===== config.mk =====
export PLATFORM = sky130hd
export DESIGN_NAME = kcs_cell
export DESIGN_NICKNAME = d
export VERILOG_FILES = /design/src/design/assert_macros.svh /design/src/design/kcs_pkg.sv /design/src/design/kcs_expand.sv /design/src/design/kcs_cell.sv
export SDC_FILE = /design/constraint.sdc
export NUM_CORES = 2
export LEC_CHECK = 0
export ABC_CLOCK_PERIOD_IN_PS = 7170
export BUFFER_PORTS_ARGS = -buffer_cell sky130_fd_sc_hd__buf_2
export CORE_ASPECT_RATIO = 0.9
export CORE_UTILIZATION = 65
export CTS_CLUSTER_SIZE = 8
export DETAILED_ROUTE_END_ITERATION = 6
export PLACE_DENSITY = 0.86
export RECOVER_POWER = 25
export SYNTH_ARGS = -nofsm -noshare
export SYNTH_HDL_FRONTEND = slang
export SYNTH_HIERARCHICAL = 1
export SYNTH_SLANG_ARGS = --single-unit

===== constraint.sdc =====
create_clock -name clk -period 7.17 [get_ports clk]
set_input_delay 1.434 -clock clk [delete_from_list [all_inputs] [get_ports clk]]
set_output_delay 1.434 -clock clk [all_outputs]
set_load 0.005 [all_outputs]

===== src/design/assert_macros.svh =====
// Shared assertion macros, clocked on clk and disabled during rst.
`ifndef ASSERT_MACROS_SVH
`define ASSERT_MACROS_SVH

// Check that a property holds.
`define KCS_ASSERT(label, prop) \
  label: assert property (@(posedge clk) disable iff (rst) prop) \
    else $error("kcs assertion failed");

// Check that an expression never holds.
`define KCS_NEVER(label, expr) \
  label: assert property (@(posedge clk) disable iff (rst) !(expr)) \
    else $error("kcs forbidden condition seen");

`endif


===== src/design/kcs_pkg.sv =====
package kcs_pkg;

  localparam int LVL_W = 2;

  typedef logic [LVL_W-1:0] lvl_t;
  typedef logic [1:0]       child_t;

  localparam child_t CHILD_LAST = 2'd3;
  localparam lvl_t   DEPTH_RESET = 2'd2;

  localparam int           FRAC_BITS      = 16;
  localparam logic [15:0]  SQRT3_HALF_Q16 = 16'd56756;
  localparam logic [16:0]  HALF_LSB_Q16   = 17'd32768;

  typedef struct packed {
    logic load;
    logic adv;
  } kcs_ctrl_t;

  typedef struct packed {
    logic done;
    logic last_child;
  } kcs_stat_t;

endpackage


===== src/design/kcs_expand.sv =====
module kcs_expand #(
  parameter int COORD_WIDTH = 16
) (
  input  logic                          clk,
  input  logic                          rst,
  input  logic                          start,
  input  logic signed [COORD_WIDTH-1:0] s_x,
  input  logic signed [COORD_WIDTH-1:0] s_y,
  input  logic signed [COORD_WIDTH-1:0] e_x,
  input  logic signed [COORD_WIDTH-1:0] e_y,
  output logic                          done,
  output logic signed [COORD_WIDTH-1:0] m1_x,
  output logic signed [COORD_WIDTH-1:0] m1_y,
  output logic signed [COORD_WIDTH-1:0] pk_x,
  output logic signed [COORD_WIDTH-1:0] pk_y,
  output logic signed [COORD_WIDTH-1:0] m2_x,
  output logic signed [COORD_WIDTH-1:0] m2_y,
  output logic                          m1_sat,
  output logic                          m2_sat,
  output logic                          pk_sat
);
  import kcs_pkg::*;

  localparam int W = COORD_WIDTH;
  localparam int N = W + 1;
  localparam logic [N-1:0] RECIP3 = N'(((N+1)'(1) << N) / 3);

  function automatic logic [W:0] sat_fn(input logic [W+2:0] v);
    logic ovf;
    logic [W-1:0] r;
    ovf = !((&v[W+2:W-1]) || (~|v[W+2:W-1]));
    if (!ovf) begin
      r = v[W-1:0];
    end else if (v[W+2]) begin
      r = {1'b1, {(W-1){1'b0}}};
    end else begin
      r = {1'b0, {(W-1){1'b1}}};
    end
    return {ovf, r};
  endfunction

  logic [5:0] vld;

  logic [W+1:0] sum1 [4];
  logic [W+1:0] mag1 [4];
  logic [N-1:0] x1 [4];
  logic         n1 [4];

  logic [2*N-1:0] p2 [4];
  logic [N-1:0]   x2 [4];
  logic           n2 [4];

  logic [N-1:0] qe3 [4];
  logic [N-1:0] r3 [4];
  logic [N-1:0] q3 [4];
  logic [W+1:0] sv3 [4];
  logic [W:0]   st3 [4];
  logic signed [W-1:0] m3 [4];
  logic                ms3 [4];

  logic [W:0]   msum4x, msum4y, mrnd4x, mrnd4y, diff4x, diff4y, dabs4x, dabs4y;
  logic signed [W-1:0] mid4x, mid4y;
  logic [W-1:0] dm4x, dm4y;
  logic         dn4x, dn4y;
  logic signed [W-1:0] m4 [4];
  logic                ms4 [4];

  logic [W+15:0] kp5x, kp5y;
  logic signed [W-1:0] mid5x, mid5y;
  logic         kn5x, kn5y;
  logic signed [W-1:0] m5 [4];
  logic                ms5 [4];

  logic [W+16:0] kr6x, kr6y;
  logic [W:0]    rk6x, rk6y;
  logic [W+1:0]  t6x, t6y;
  logic [W+2:0]  pv6x, pv6y;
  logic [W:0]    ps6x, ps6y;

  always_comb begin
    sum1[0] = {{2{s_x[W-1]}}, s_x} + {{2{s_x[W-1]}}, s_x} + {{2{e_x[W-1]}}, e_x};
    sum1[1] = {{2{s_y[W-1]}}, s_y} + {{2{s_y[W-1]}}, s_y} + {{2{e_y[W-1]}}, e_y};
    sum1[2] = {{2{s_x[W-1]}}, s_x} + {{2{e_x[W-1]}}, e_x} + {{2{e_x[W-1]}}, e_x};
    sum1[3] = {{2{s_y[W-1]}}, s_y} + {{2{e_y[W-1]}}, e_y} + {{2{e_y[W-1]}}, e_y};
    for (int j = 0; j < 4; j++) begin
      mag1[j] = sum1[j][W+1] ? -sum1[j] : sum1[j];
    end
  end

  always_comb begin
    for (int j = 0; j < 4; j++) begin
      qe3[j] = p2[j][2*N-1:N];
      r3[j]  = x2[j] - ((qe3[j] << 1) + qe3[j]);
      q3[j]  = (r3[j] >= N'(3)) ? qe3[j] + N'(1) : qe3[j];
      sv3[j] = n2[j] ? -{1'b0, q3[j]} : {1'b0, q3[j]};
      st3[j] = sat_fn({sv3[j][W+1], sv3[j]});
    end
  end

  always_comb begin
    msum4x = {m3[0][W-1], m3[0]} + {m3[2][W-1], m3[2]};
    msum4y = {m3[1][W-1], m3[1]} + {m3[3][W-1], m3[3]};
    mrnd4x = msum4x[W] ? msum4x : msum4x + (W+1)'(1);
    mrnd4y = msum4y[W] ? msum4y : msum4y + (W+1)'(1);
    diff4x = {m3[2][W-1], m3[2]} - {m3[0][W-1], m3[0]};
    diff4y = {m3[3][W-1], m3[3]} - {m3[1][W-1], m3[1]};
    dabs4x = diff4x[W] ? -diff4x : diff4x;
    dabs4y = diff4y[W] ? -diff4y : diff4y;
  end

  always_comb begin
    kr6x = {1'b0, kp5x} + (W+17)'(HALF_LSB_Q16);
    kr6y = {1'b0, kp5y} + (W+17)'(HALF_LSB_Q16);
    rk6x = kr6x[W+16:FRAC_BITS];
    rk6y = kr6y[W+16:FRAC_BITS];
    t6x  = kn5x ? -{1'b0, rk6x} : {1'b0, rk6x};
    t6y  = kn5y ? -{1'b0, rk6y} : {1'b0, rk6y};
    pv6x = {{3{mid5x[W-1]}}, mid5x} + {t6x[W+1], t6x};
    pv6y = {{3{mid5y[W-1]}}, mid5y} - {t6y[W+1], t6y};
    ps6x = sat_fn(pv6x);
    ps6y = sat_fn(pv6y);
  end

  always_ff @(posedge clk) begin
    if (rst) begin
      vld <= '0;
    end else begin
      vld <= {vld[4:0], start};
    end
  end

  always_ff @(posedge clk) begin
    for (int j = 0; j < 4; j++) begin
      x1[j]  <= mag1[j][N-1:0] + N'(1);
      n1[j]  <= sum1[j][W+1];
      p2[j]  <= {{N{1'b0}}, x1[j]} * {{N{1'b0}}, RECIP3};
      x2[j]  <= x1[j];
      n2[j]  <= n1[j];
      m3[j]  <= st3[j][W-1:0];
      ms3[j] <= st3[j][W];
      m4[j]  <= m3[j];
      ms4[j] <= ms3[j];
      m5[j]  <= m4[j];
      ms5[j] <= ms4[j];
    end
    mid4x <= mrnd4x[W:1];
    mid4y <= mrnd4y[W:1];
    dm4x  <= dabs4x[W-1:0];
    dm4y  <= dabs4y[W-1:0];
    dn4x  <= diff4x[W];
    dn4y  <= diff4y[W];
    kp5x  <= {16'd0, dm4y} * {{W{1'b0}}, SQRT3_HALF_Q16};
    kp5y  <= {16'd0, dm4x} * {{W{1'b0}}, SQRT3_HALF_Q16};
    kn5x  <= dn4y;
    kn5y  <= dn4x;
    mid5x <= mid4x;
    mid5y <= mid4y;
    m1_x   <= m5[0];
    m1_y   <= m5[1];
    m2_x   <= m5[2];
    m2_y   <= m5[3];
    m1_sat <= ms5[0] | ms5[1];
    m2_sat <= ms5[2] | ms5[3];
    pk_x   <= ps6x[W-1:0];
    pk_y   <= ps6y[W-1:0];
    pk_sat <= ps6x[W] | ps6y[W];
  end

  assign done = vld[5];

endmodule


===== src/design/kcs_cell.sv =====
module kcs_cell #(
  parameter int COORD_WIDTH = 16
) (
  input  logic                          clk,
  input  logic                          rst,
  input  kcs_pkg::kcs_ctrl_t            ctrl,
  input  logic signed [COORD_WIDTH-1:0] left_x0,
  input  logic signed [COORD_WIDTH-1:0] left_y0,
  input  logic                          left_s0,
  input  logic signed [COORD_WIDTH-1:0] left_x1,
  input  logic signed [COORD_WIDTH-1:0] left_y1,
  input  logic                          left_s1,
  output logic signed [COORD_WIDTH-1:0] seg_x0,
  output logic signed [COORD_WIDTH-1:0] seg_y0,
  output logic                          seg_s0,
  output logic signed [COORD_WIDTH-1:0] seg_x1,
  output logic signed [COORD_WIDTH-1:0] seg_y1,
  output logic                          seg_s1,
  output kcs_pkg::kcs_stat_t            stat
);
  import kcs_pkg::*;

  localparam int W = COORD_WIDTH;

  logic signed [W-1:0] px [5];
  logic signed [W-1:0] py [5];
  logic                ps [5];
  child_t              child;

  logic                xdone;
  logic signed [W-1:0] m1_x, m1_y, pk_x, pk_y, m2_x, m2_y;
  logic                m1_sat, m2_sat, pk_sat;

  kcs_expand #(.COORD_WIDTH(W)) u_expand (
    .clk    (clk),
    .rst    (rst),
    .start  (ctrl.load),
    .s_x    (left_x0),
    .s_y    (left_y0),
    .e_x    (left_x1),
    .e_y    (left_y1),
    .done   (xdone),
    .m1_x   (m1_x),
    .m1_y   (m1_y),
    .pk_x   (pk_x),
    .pk_y   (pk_y),
    .m2_x   (m2_x),
    .m2_y   (m2_y),
    .m1_sat (m1_sat),
    .m2_sat (m2_sat),
    .pk_sat (pk_sat)
  );

  always_ff @(posedge clk) begin
    if (rst) begin
      child <= '0;
    end else if (ctrl.load) begin
      child <= '0;
    end else if (ctrl.adv) begin
      child <= child + child_t'(1);
    end
  end

  always_ff @(posedge clk) begin
    if (ctrl.load) begin
      px[0] <= left_x0;
      py[0] <= left_y0;
      ps[0] <= left_s0;
      px[4] <= left_x1;
      py[4] <= left_y1;
      ps[4] <= left_s1;
    end else if (xdone) begin
      px[1] <= m1_x;
      py[1] <= m1_y;
      ps[1] <= m1_sat;
      px[2] <= pk_x;
      py[2] <= pk_y;
      ps[2] <= pk_sat;
      px[3] <= m2_x;
      py[3] <= m2_y;
      ps[3] <= m2_sat;
    end else if (ctrl.adv) begin
      for (int j = 0; j < 4; j++) begin
        px[j] <= px[j+1];
        py[j] <= py[j+1];
        ps[j] <= ps[j+1];
      end
    end
  end

  assign seg_x0 = px[0];
  assign seg_y0 = py[0];
  assign seg_s0 = ps[0];
  assign seg_x1 = px[1];
  assign seg_y1 = py[1];
  assign seg_s1 = ps[1];

  assign stat.done       = xdone;
  assign stat.last_child = (child == CHILD_LAST);

endmodule


==> metrics.md <==
| Metric | Value |
|---|---|
| Worst Path Max Fanout | `6` |
| TritonCTS Sinks | `~820` |
| Final hold vios | `0` |
| Met3 WL post-DR | `between 10000 and 15000 um` |
| Fmax achieved | `147 MHz` |
| Routed WL | `168000 um` |
| DR WL met2 | `about 75000 um` |
| Critical path required time | `around 7700 ps` |
| Area leader, netlist | `dfxtp_1` |
| Clk_lat worst skew | `between 700 and 800 ps` |
| Top cell family by delay on the critical path | `adder cells` |
| Worst Tran Pin Value | `around 1100 ps` |
| WP depth | `22` |
| CP cell instances | `inv_1, fa_1, fa_1, inv_1, fa_1, inv_1, fa_1, fa_1, inv_1, fa_1, ha_1, nand2_1, nor2_1, a21oi_1, o21ai_0, a41oi_1, a2111oi_0, o21a_1, o21a_1, o22a_1, a21oi_1, xnor2_1` |
| TritonCTS clock tree | `done` |
| Vias per cell | `between 5 and 6` |
| Final setup viols | `0` |
| CTS root buf | `clkbuf_16` |
| Commonest cells post-synth | `1099 x inv_1, 999 x ha_1, 653 x dfxtp_1` |
| Number of max-slew violations in the final report | `0` |
| Cell variety after synth | `approximately 130` |
| Cell Count, Final, Fillers Out | `between 8000 and 9000` |
| Site Rows | `about 110` |
| CTS clk-pin slew, worst paths | `~50 ps` |
| Status | `finished with violations` |
| # fillers | `slightly above 7000` |
| Async S/R FF share, synth | `0%` |
| Inst Count DP | `between 8000 and 9000` |
| Core Footprint | `102000 um^2` |
| Max-Cap Viols | `0` |
| Most used DFF post-synth | `dfxtp_1` |
| Worst min path class | `reg -> reg` |
| Mean routed wirelength per cell | `between 20 and 25 um` |
| Hold slack final | `roughly 300 ps` |
| Sequential fraction of the synthesis area | `a little over a quarter` |
| Initial Util | `66.0%` |
| Layout cells sized above 1 | `approximately 6.7%` |
| Initial antenna violation count | `12` |
| H-tree depth | `3` |
| Failing checks | `DRC` |
| I/O Pins | `between 100 and 150` |
| Die H | `about 300 um` |
| Crit end category | `flip-flop` |
| Worst EP arrival | `approximately 7400 ps` |
| Uppermost layer routed | `met5` |
| Die Wd | `between 300 and 400 um` |
| Full die area | `between 100000 and 150000 um^2` |
| RSZ-0062 raised after global routing | `no` |
| Tcrit/Tclk final | `94.7%` |
| Crit path time final | `between 6000 and 7000 ps` |
| Synth top area share | `between 10% and 20%` |
| Clk_skew | `61.1 ps` |
| Critical path's most frequent cell | `fa_1` |
| Post-DP HPWL | `about 130000 um` |
| Total CTS buffers | `between 100 and 150` |
| Final core utilization | `71.0%` |
| Slowest CP cell | `a2111oi_0` |
| Hold Path Cell Cnt | `0` |
| Number of synthesized flops with an enable pin | `approximately 170` |
| Syn Area/Cell | `approximately 10 um^2` |
| Vias | `49400` |
| Iter 0 DRT Violations | `around 4500` |
| Critical Path Start Type | `flip-flop` |
| Global Route Usage Sum | `32.1%` |
| Drt pass-1 iters | `7` |
| Top-count cell post-synth | `inv_1` |
| First-pass GRT wire length | `268000 um` |
| Grt ovf | `0` |
| Vias in the first global route | `roughly 50000` |
| Synth Register Bits | `between 800 and 900` |
| Worst path bufs/invs | `4` |
| Synthesis Warnings | `6` |
| Met1 wire length | `74200 um` |
| Post-Syn Instances | `6738` |
| CP max stage delay | `about 690 ps` |
| R2R cell count | `22` |
| Clock buffer depth | `3` |
| Fin nets | `around 8500` |
| Port buffer count | `approximately 140` |
| Net count after synthesis | `about 8400` |
| PostCTS Resize Cnt | `0` |
| DRT antenna net count | `0` |
| Top cells by area, synth | `dfxtp_1 19%, ha_1 18%, fa_1 17%, edfxtp_1 7.3%, inv_1 6.1%` |
| Post-route setup TNS | `0 ps` |
| Slew HR | `just under 30%` |
| P&R area growth vs syn | `7.56%` |
| Cell Area, Synth | `between 60000 and 70000 um^2` |
| Critical path class | `reg -> reg` |
| Hold_buf cts | `0` |
| Post-CTS setup buffer count | `0` |
| Final GP Congestion | `about 1` |
| Largest net degree at the start of global routing | `about 120` |
| DRC | `34` |
## cell type report
class                           instances  area (um^2)  area share, %
Sequential cell                       818        18000           24.8
Antenna cell                            2         5.00        0.00687
Tap cell                             1356         1700           2.33
Multi-Input combinational cell       4687        44800           61.5
Timing Repair Buffer                  151          803           1.10
Clock inverter                         10          225          0.309
Inverter                             1104         4140           5.69
Clock buffer                          177         3110           4.27
## worst paths after layout
kind	from	to	slack (ps)
setup / recovery	u_expand/dm4x[5]	u_expand/kp5y[31]	380
setup reg to reg	u_expand/dm4x[5]	u_expand/kp5y[31]	380
hold reg to reg	u_expand/m5[3][15]	u_expand/m2_y[15]	300
hold / removal	u_expand/m5[3][15]	u_expand/m2_y[15]	300
## cells by family after synthesis
| family | Yosys count | share of synthesized area [%] |
|---|---|---|
| buf+inv | 1233 | 7.21 |
| mux | 163 | 2.67 |
| simple gates | 1285 | 9.59 |
| compound gates | 1082 | 10.9 |
| xor+xnor | 588 | 7.64 |
| flops | 818 | 26.6 |
| fa+ha+maj | 1569 | 35.3 |
## stage by stage
step	setup WS, ps	cell area, um^2
2_1_floorplan	985	67700
3_3_place_gp	812	69500
3_5_place_dp	595	69500
4_1_cts	489	72800
5_1_grt	70.7	72800
6_report	379	72800
## metal layers
layer	up-vias	track usage [%]
met4	14	9.59
met2	2113	49.8
li1	23000	-
met1	23900	45.5
met5	-	0
met3	341	6.02
## registers in the layout, summed over array words and instances (netlist names), 64 cells and up
| register | cells |
|---|---|
| u_expand/m4 | 64 |
| u_expand/x1 | 68 |
| u_expand/p2 | 64 |
| px | 80 |
| py | 80 |
| u_expand/m5 | 64 |
| u_expand/m3 | 64 |
| u_expand/x2 | 68 |
## cell usage in the layout (no fill, tap or decap), drive strengths merged, types with 24 or more instances in the layout
| master | instances |
|---|---|
| a211oi | 32 |
| a21boi | 25 |
| a21o | 78 |
| a21oi | 233 |
| a31oi | 49 |
| and2 | 40 |
| and3 | 68 |
| buf | 151 |
| clkbuf | 177 |
| dfxtp | 653 |
| edfxtp | 165 |
| fa | 570 |
| ha | 999 |
| inv | 1099 |
| mux2 | 140 |
| nand2 | 266 |
| nand2b | 50 |
| nand3 | 113 |
| nand4 | 47 |
| nor2 | 330 |
| nor2b | 58 |
| nor3 | 123 |
| nor3b | 24 |
| nor4 | 35 |
| o211ai | 31 |
| o21a | 49 |
| o21ai | 261 |
| o21bai | 54 |
| o31ai | 36 |
| or2 | 37 |
| or3 | 32 |
| xnor2 | 414 |
| xor2 | 173 |
Power is left out: the tool's default activity adds up to more than one toggle a clock period on the data nets, which glitch-free logic cannot reach.
